$ cat src/sv/assert_macros.svh
// assertion helpers shared by the rtl
`ifndef ASSERT_MACROS_SVH
`define ASSERT_MACROS_SVH

// checked on every clock once reset has been released
`define ASSERT_CLK(label, prop, msg) \
  label: assert property (@(posedge clk) disable iff (!rst_n) prop) else $error(msg);

// checked on every clock, reset included
`define ASSERT_ALWAYS(label, prop, msg) \
  label: assert property (@(posedge clk) prop) else $error(msg);

`endif

$ cat src/sv/hbd_pkg.sv
package hbd_pkg;

  // configuration register indexes
  localparam int CFG_IDX_W = 1;
  localparam logic [CFG_IDX_W-1:0] CFG_CHUNKED_MODE = 1'd0;
  localparam logic [CFG_IDX_W-1:0] CFG_BODY_LEN     = 1'd1;
  localparam int CFG_DATA_W = 32;

  // error codes reported with each result
  localparam logic [1:0] ERR_NONE  = 2'd0;
  localparam logic [1:0] ERR_SIZE  = 2'd1;
  localparam logic [1:0] ERR_TERM  = 2'd2;
  localparam logic [1:0] ERR_AFTER = 2'd3;

  // characters of the framing
  localparam logic [7:0] CH_CR    = 8'h0d;
  localparam logic [7:0] CH_LF    = 8'h0a;
  localparam logic [7:0] CH_SEMI  = 8'h3b;
  localparam logic [7:0] CH_SPACE = 8'h20;
  localparam logic [7:0] CH_TAB   = 8'h09;

  localparam int QUEUE_DEPTH = 2;
  localparam int QPTR_W      = $clog2(QUEUE_DEPTH);
  localparam int QCNT_W      = $clog2(QUEUE_DEPTH + 1);

  // classified byte as it travels from front to back
  typedef struct packed {
    logic [7:0] body_byte;
    logic       body_start;
    logic       is_hex;
    logic [3:0] hex_val;
    logic       is_cr;
    logic       is_lf;
    logic       is_ext;
  } hbd_item_t;

endpackage

$ cat src/sv/hbd_queue.sv
`include "assert_macros.svh"

module hbd_queue import hbd_pkg::*; (
  input  logic      clk,
  input  logic      rst_n,
  input  logic      push_valid,
  output logic      push_ready,
  input  hbd_item_t push_item,
  output logic      pop_valid,
  input  logic      pop_ready,
  output hbd_item_t pop_item
);

  hbd_item_t mem_r [QUEUE_DEPTH];
  logic [QPTR_W-1:0] wr_ptr_r, rd_ptr_r;
  logic [QCNT_W-1:0] count_r;
  logic push, pop;

  assign push_ready = (count_r != QCNT_W'(QUEUE_DEPTH));
  assign pop_valid  = (count_r != '0);
  assign push       = push_valid && push_ready;
  assign pop        = pop_valid && pop_ready;
  assign pop_item   = mem_r[rd_ptr_r];

  always_ff @(posedge clk) begin
    if (!rst_n) begin
      wr_ptr_r <= '0;
      rd_ptr_r <= '0;
      count_r  <= '0;
    end else begin
      if (push) begin
        wr_ptr_r <= (wr_ptr_r == QPTR_W'(QUEUE_DEPTH - 1)) ? '0 : wr_ptr_r + 1'b1;
      end
      if (pop) begin
        rd_ptr_r <= (rd_ptr_r == QPTR_W'(QUEUE_DEPTH - 1)) ? '0 : rd_ptr_r + 1'b1;
      end
      if (push && !pop) begin
        count_r <= count_r + 1'b1;
      end else if (pop && !push) begin
        count_r <= count_r - 1'b1;
      end
    end
  end

  always_ff @(posedge clk) begin
    if (push) begin
      mem_r[wr_ptr_r] <= push_item;
    end
  end

  `ASSERT_ALWAYS(a_count_bound, !rst_n || count_r <= QCNT_W'(QUEUE_DEPTH),
                 "queue count beyond depth")
  `ASSERT_CLK(a_fill_step, push && !pop |=> count_r == $past(count_r) + 1'b1,
              "queue count missed a push")

endmodule

$ cat config.mk
export PLATFORM = sky130hd
export DESIGN_NAME = hbd_queue
export DESIGN_NICKNAME = d
export VERILOG_FILES = /design/src/sv/hbd_pkg.sv /design/src/sv/hbd_queue.sv
export VERILOG_INCLUDE_DIRS = /design/src /design/src/sv
export SDC_FILE = /design/constraint.sdc
export NUM_CORES = 1
export LEC_CHECK = 0
export BUFFER_PORTS_ARGS = -buffer_cell sky130_fd_sc_hd__buf_2
export CAP_MARGIN = 20
export CORE_MARGIN = 4
export CORE_UTILIZATION = 45
export DETAILED_ROUTE_END_ITERATION = 7
export PLACE_DENSITY = 0.83
export REMOVE_ABC_BUFFERS = 1
export SYNTH_ARGS = -nofsm -noshare
export SYNTH_HDL_FRONTEND = slang
export SYNTH_SLANG_ARGS = --single-unit
$ cat constraint.sdc
create_clock -name clk -period 1.8 [get_ports clk]
set_clock_uncertainty 0.2 [all_clocks]
set_input_delay 0.18 -clock clk [delete_from_list [all_inputs] [get_ports clk]]
set_output_delay 0.18 -clock clk [all_outputs]
set_load 0.01 [all_outputs]
==> flow_metrics.py, run 1 <==
metrics = {
    "outcome": {
        "status": "finished clean",
    },
    "routing": {
        "routedWlPerCell_um": 14.58,
        "routed_via_density": 4.667,
        "num_vias": 896,
        "firstDrtPassIters": 2,
        "drtIter0Drc": 29,
        "wirelength_um": 2799,
        "drc": 0,
        "final_antenna_net_count": 0,
    },
    "clocking": {
        "clock_sinks": 39,
        "cts_inserted_buffers": 5,
        "path_clk_slew_ns": 0.11,
        "clock_latency_ns": 0.34,
        "cts_buffer_depth": 2,
        "clockRootBuffer": "clkbuf_4",
        "htreeDepth": 2,
        "cts_tree": "built",
    },
    "timing": {
        "tns_ns": 0,
        "max_freq_ghz": 0.5752,
        "rsz0062_at_grt": "no",
        "fin_crit_ns": 1.739,
        "finalHoldViolCount": 0,
        "finalWorstSetupSlack_ns": 0.06133,
        "drv_slew": 0,
        "worstMarginPinSlew_ns": 0.3474,
        "setup_viol": 0,
        "slew_headroom_pct": 76.68,
        "finalCritPeriodShare_pct": 96.59,
    },
    "worst_setup_path": {
        "arrival_ns": 1.36,
        "slowest_stage": "dfxtp_2",
        "critPathLaunchType": "register",
        "crit_type": "register to primary output",
        "r2r-start": "count_r[1]$_SDFFE_PN0P_",
        "rrSetupSlack_ns": 0.08,
        "worstPathCellList": "buf_4 > mux2_2 > buf_2",
        "crit_required_ns": 1.42,
        "crit_fanout": 5,
        "max_stage_delay_ns": 0.39,
        "end_kind": "primary output",
    },
    "run": {
        "max_cap_violations": 0,
    },
    "finish": {
        "instances_no_fill": 192,
        "insertedDiodeCount": 0,
        "fin_nets": 169,
        "final_area_sq_mm": 0.002029,
        "fillers": 262,
        "synthToLayoutAreaGrowth_pct": 38.28,
        "drive_above_1_share_pct": 53.38,
    },
    "global_route": {
        "grt.overflow.total": 0,
        "antenna_found_initial": 0,
        "grt_max_degree": 18,
        "grt_pass1_wl_um": 4540,
        "grt.total_usage_pct": 14.68,
        "grt_pass1_vias": 1001,
    },
    "synth": {
        "synth-edff-count": 34,
        "synth_cell_types": 20,
        "yosys_warnings": 0,
        "synth_commonest_cells": "edfxtp_1 (34), mux2_2 (17), dfxtp_1 (5)",
        "synth-seq-cells": 39,
        "synth_area_leaders": "edfxtp_1 (70%), mux2_2 (13%), dfxtp_1 (6.8%)",
        "yosysSeqAreaShare_pct": 76.39,
        "async_reset_ff_share_pct": 0,
        "yosys.cell_count.top_type": "edfxtp_1",
        "netlist_area_sq_mm": 0.001468,
        "synth_top_area_cell": "edfxtp_1",
        "yosysTopAreaCellShare_pct": 69.57,
        "synthFlopType": "edfxtp_1",
        "avgSynthCellArea_sq_um": 19.06,
        "synthesis.instances": 77,
    },
    "placed_design": {
        "dp_hpwl_um": 1718,
        "dpl_cell_area_sq_mm": 0.001735,
        "numPortBuffers": 39,
        "dp.cells": 162,
        "gp_congestion": 0.7001,
        "pre_cts_ws_ns": 0.003929,
    },
    "power_and_ir_drop": {
        "power_density_mw_per_mm2": 1210,
        "switching_share_pct": 28.94,
        "leakage_uw": 0.0007939,
        "combPwrFrac_pct": 33.7,
        "p_clk_share_pct": 17.0,
        "p_int_uw": 1746,
        "peakVddDrop_mv": 0.6783,
        "pwr-share-seq_pct": 49.3,
        "p_sw_uw": 711.0,
    },
    "floorplan": {
        "dieHeight_um": 65.11,
        "pin_count": 40,
        "start_util_pct": 47.68,
        "rows": 20,
        "die_w_um": 65.11,
        "die-area_sq_mm": 0.004239,
        "core_area_sq_mm": 0.003078,
    },
    "hold_path": {
        "hp-start": "pop_ready",
        "min-delay-path-class": "input port to register",
    },
}
## metal layers
layer / global-route usage [%] / share of wire (%)
met1: 15.38 / 40
met2: 26.69 / 52
met3: 4.957 / 6.6
met5: 0 / 0
met4: 6.218 / 1.5
## layout by cell type, fill, tap and decap left out
cell type	instances
buf_2	39
edfxtp_1	34
dlygate4sd3_1	19
mux2_2	17
clkbuf_4	5
buf_4	5
and2_1	3
clkinv_2	3
xnor2_1	2
dfxtp_2	2
buf_6	2
dfxtp_1	2
nand2b_4	1
and2_4	1
or2_2	1
o21ai_1	1
and3_1	1
nand3b_1	1
inv_1	1
a21bo_2	1
a21boi_0	1
xor2_1	1
o21ai_0	1
or3_1	1
a21boi_1	1
ha_4	1
dfxtp_4	1
## through the flow
| step | hold WS, ns | util, % | total power, uW |
|---|---|---|---|
| floorplan | 0.07887 | - | 1654 |
| global placement | 0.1686 | 56.38 | 1895 |
| detailed placement | 0.1754 | 56.38 | 1931 |
| CTS | 0.09101 | 64.55 | 2399 |
| global route | 0.1674 | 65.94 | 2611 |
| finish | 0.1555 | 65.94 | 2457 |
## power groups by stage
| stage | Combinational [uW] | Sequential (uW) | Clock, uW |
|---|---|---|---|
| floorplan | 422 | 1230 | 0 |
| global placement | 691 | 1200 | 0 |
| CTS | 755 | 1210 | 434 |
| finish | 828 | 1210 | 418 |
| global route | 915 | 1230 | 470 |
| detailed placement | 713 | 1220 | 0 |
## path summary, 6_finish.rpt
path,to,cells after the start
max,pop_item[4],3
max reg2reg,count_r[1]$_SDFFE_PN0P_,4
min reg2reg,count_r[1]$_SDFFE_PN0P_,2
min,rd_ptr_r$_SDFFE_PN0P_,4
## logic make-up (layout without fill, tap and decap cells)
| group | Yosys count | in the layout | synth area share, % |
|---|---|---|---|
| and+or+nand+nor | 9 | 9 | 4.434 |
| AOI/OAI and AO/OA | 5 | 5 | 2.387 |
| buffers and inverters | 3 | 74 | 1.108 |
| muxes | 17 | 17 | 13.04 |
| DFF | 39 | 39 | 76.39 |
| xor gates and xnor gates | 3 | 3 | 1.791 |
| adders and majority gates | 1 | 1 | 0.8524 |
## cell type report
type | instances | area (sq um) | share of cell area (%)
Timing Repair Buffer | 65 | 445.4 | 21.95
Sequential cell | 39 | 1127 | 55.55
Clock inverter | 3 | 15.01 | 0.7398
Tap cell | 44 | 55.05 | 2.713
Clock buffer | 5 | 37.54 | 1.850
Multi-Input combinational cell | 35 | 345.3 | 17.02
Inverter | 1 | 3.754 | 0.1850
## worst max-delay path: cells and delay by family (launching register included)
family                 cells  cell delay, ns
DFF                        1            0.39
muxes                      1            0.34
buffers and inverters      2            0.29
## registers in the layout (all words and copies together) (netlist names), named ones only
name and flops:
count_r 2, wr_ptr_r 1, mem_r 34, rd_ptr_r 1
## repair_timing
action | CTS | global route
setup endpoints to repair | 2 | 13
endpoints found under the hold margin | 39 | 0
hold buffers | 19 | 0
pin swaps | 1 | 1
setup buffers | 0 | 2
gates resized for setup | 4 | 6
gates cloned | 0 | 1
Note: power is estimated with default switching activity, not from simulation.
==> run 2: changes to the inputs <==
--- a/config.mk
+++ b/config.mk
@@ -10,2 +10,3 @@
 export CAP_MARGIN = 20
+export CORE_ASPECT_RATIO = 1.5
 export CORE_MARGIN = 4
--- a/constraint.sdc
+++ b/constraint.sdc
@@ -4,2 +4,2 @@
 set_output_delay 0.18 -clock clk [all_outputs]
-set_load 0.01 [all_outputs]
+set_load 0.05 [all_outputs]
==> run 2 against run 1 <==
Net effect:
- die area rose by 0.44%
- critical path depth rose by 2
- clock-buffer cell count rose by 2
- largest power group is now combinational logic
- via count fell by 3.8%
- cell count fell by 3.6%
- sequential share of layout area rose by 0.32 points
- flip-flop and latch count did not move
- first-iteration DRC count fell by 59%
- combinational power rose by 47%
- utilization fell by 2.2 points
- cell area fell by 0.80%
- wire length fell by 7.8%
==> flow_metrics.py, run 2 (synthesis results as in run 1) <==
metrics = {
    "outcome": {
        "status": "finished clean",
    },
    "clocking": {
        "clock_latency_ns": 0.28,
        "clockRootBuffer": "clkbuf_8",
        "cts_buffer_depth": 2,
        "htreeDepth": 2,
        "cts_tree": "built",
        "clock_sinks": 39,
        "path_clk_slew_ns": 0.06,
        "cts_inserted_buffers": 5,
    },
    "routing": {
        "drc": 0,
        "wirelength_um": 2580,
        "routedWlPerCell_um": 13.95,
        "routed_via_density": 4.659,
        "final_antenna_net_count": 0,
        "drtIter0Drc": 12,
        "num_vias": 862,
        "firstDrtPassIters": 4,
    },
    "worst_setup_path": {
        "cp-startpoint": "count_r[0]$_SDFFE_PN0P_",
        "critPathLaunchType": "register",
        "path_buf_inv": 0,
        "r2r-start": "count_r[0]$_SDFFE_PN0P_",
        "slowest_stage": "or3_1",
        "cp_top_family": "simple AND/OR/NAND/NOR gates",
        "worstPathCellList": "nand2b_4 > and2_1 > ha_1 > or3_1 > a21boi_1",
        "crit_fanout": 5,
        "end_kind": "register",
        "crit_type": "register to register",
        "max_stage_delay_ns": 0.36,
        "crit_required_ns": 1.80,
        "arrival_ns": 1.74,
    },
    "finish": {
        "insertedDiodeCount": 0,
        "drive_above_1_share_pct": 49.66,
        "top_register": "mem_r",
        "largest_reg_flops": 34,
        "fin_nets": 167,
        "reg.largest.list": "mem_r x34, count_r x2",
        "fillers": 248,
        "final_util_pct": 63.72,
        "layout_common_cells": "buf_2 (39), edfxtp_1 (34), dlygate4sd3_1 (18)",
        "instances_no_fill": 185,
        "final_common_cell": "buf_2",
        "synthToLayoutAreaGrowth_pct": 37.17,
    },
    "power_and_ir_drop": {
        "leakage_uw": 0.0007842,
        "p_clk_share_pct": 17.8,
        "power_density_mw_per_mm2": 1456,
        "switching_share_pct": 37.65,
        "peakVddDrop_mv": 1.249,
        "p_int_uw": 1828,
        "p_total_uw": 2932,
        "p_sw_uw": 1104,
        "combPwrFrac_pct": 41.6,
        "pwr-share-seq_pct": 40.7,
    },
    "timing": {
        "max_freq_ghz": 0.5747,
        "finalCritPeriodShare_pct": 96.67,
        "drv_slew": 0,
        "rsz0062_at_grt": "no",
        "tns_ns": 0,
        "fin_crit_ns": 1.740,
        "finalWorstSetupSlack_ns": 0.06001,
        "worstMarginPinSlew_ns": 0.2607,
        "setup_viol": 0,
        "finalHoldViolCount": 0,
        "slew_headroom_pct": 82.74,
    },
    "floorplan": {
        "die-area_sq_mm": 0.004258,
        "dieHeight_um": 77.95,
        "rows": 25,
        "start_util_pct": 46.46,
        "die_w_um": 54.63,
        "pin_count": 40,
        "core_area_sq_mm": 0.003159,
    },
    "global_route": {
        "grt.overflow.total": 0,
        "antenna_found_initial": 0,
        "grt_pass1_wl_um": 4333,
        "grt_busiest_layer": "met2",
        "grt_pass1_vias": 956,
        "grt_max_degree": 18,
        "grt.total_usage_pct": 14.82,
        "grt_use_met2_pct": 24.53,
        "use_met1_pct": 15.52,
        "gr-usage-met3_pct": 4.415,
    },
    "hold_path": {
        "min-delay-path-class": "input port to register",
        "hp-start": "push_valid",
    },
    "placed_design": {
        "gp_congestion": 0.7064,
        "dp.cells": 160,
        "pre_cts_ws_ns": 0.003877,
        "dp_hpwl_um": 1787,
        "numPortBuffers": 39,
    },
    "run": {
        "max_cap_violations": 0,
    },
}
run 2: area by class of cell:
class,count,area [sq um],area share (%)
clock buffer,7,76.32,3.791
tap,40,50.05,2.486
sequential,39,1125,55.87
multi-input combinational,35,334.1,16.59
inverter,1,3.754,0.1865
timing repair buffer,63,424.2,21.07
run 2: repair_timing:
action | in CTS | in global routing
resized for setup | 1 | 3
pin swaps | 0 | 1
hold endpoints to repair | 39 | 0
endpoints found under the setup margin | 1 | 2
hold buffers | 18 | 0
buffers inserted | 0 | 0
run 2: power groups by stage:
stage	clock network, uW	logic, uW	registers [uW]
2_1_floorplan	0	862	1230
3_3_place_gp	0	1150	1190
3_5_place_dp	0	1190	1200
4_1_cts	544	1230	1190
5_1_grt	574	1300	1200
6_report	521	1220	1190
run 2: worst min-delay path, stage by stage:
cell	delay [ns]
buf_2	0.11
a21bo_2	0.11
a21boi_0	0.06
run 2: through the flow:
step                hold WS (ns)  area, sq um
CTS                      0.02262         2003
floorplan                0.07887         1455
finish                   0.03677         2013
detailed placement        0.1718         1745
global route             0.06937         2013
global placement          0.1692         1745
run 2: path summary, 6_finish.rpt:
| check | end | slack (ns) | cells after the start |
|---|---|---|---|
| worst max-delay path | count_r[1]$_SDFFE_PN0P_ | 0.06 | 5 |
| worst min-delay path | wr_ptr_r$_SDFFE_PN0P_ | 0.04 | 3 |
| worst max register to register | count_r[1]$_SDFFE_PN0P_ | 0.06 | 5 |
| worst min register to register | count_r[1]$_SDFFE_PN0P_ | 0.36 | 2 |
run 2: layer usage:
layer | vias to the layer above | share of wire, % | wire length [um]
met1 | 408 | 37 | 958
met5 | - | 0 | 0
met3 | 5 | 5.3 | 136
li1 | 423 | - | -
met4 | 0 | 2.3 | 59
met2 | 26 | 55 | 1425
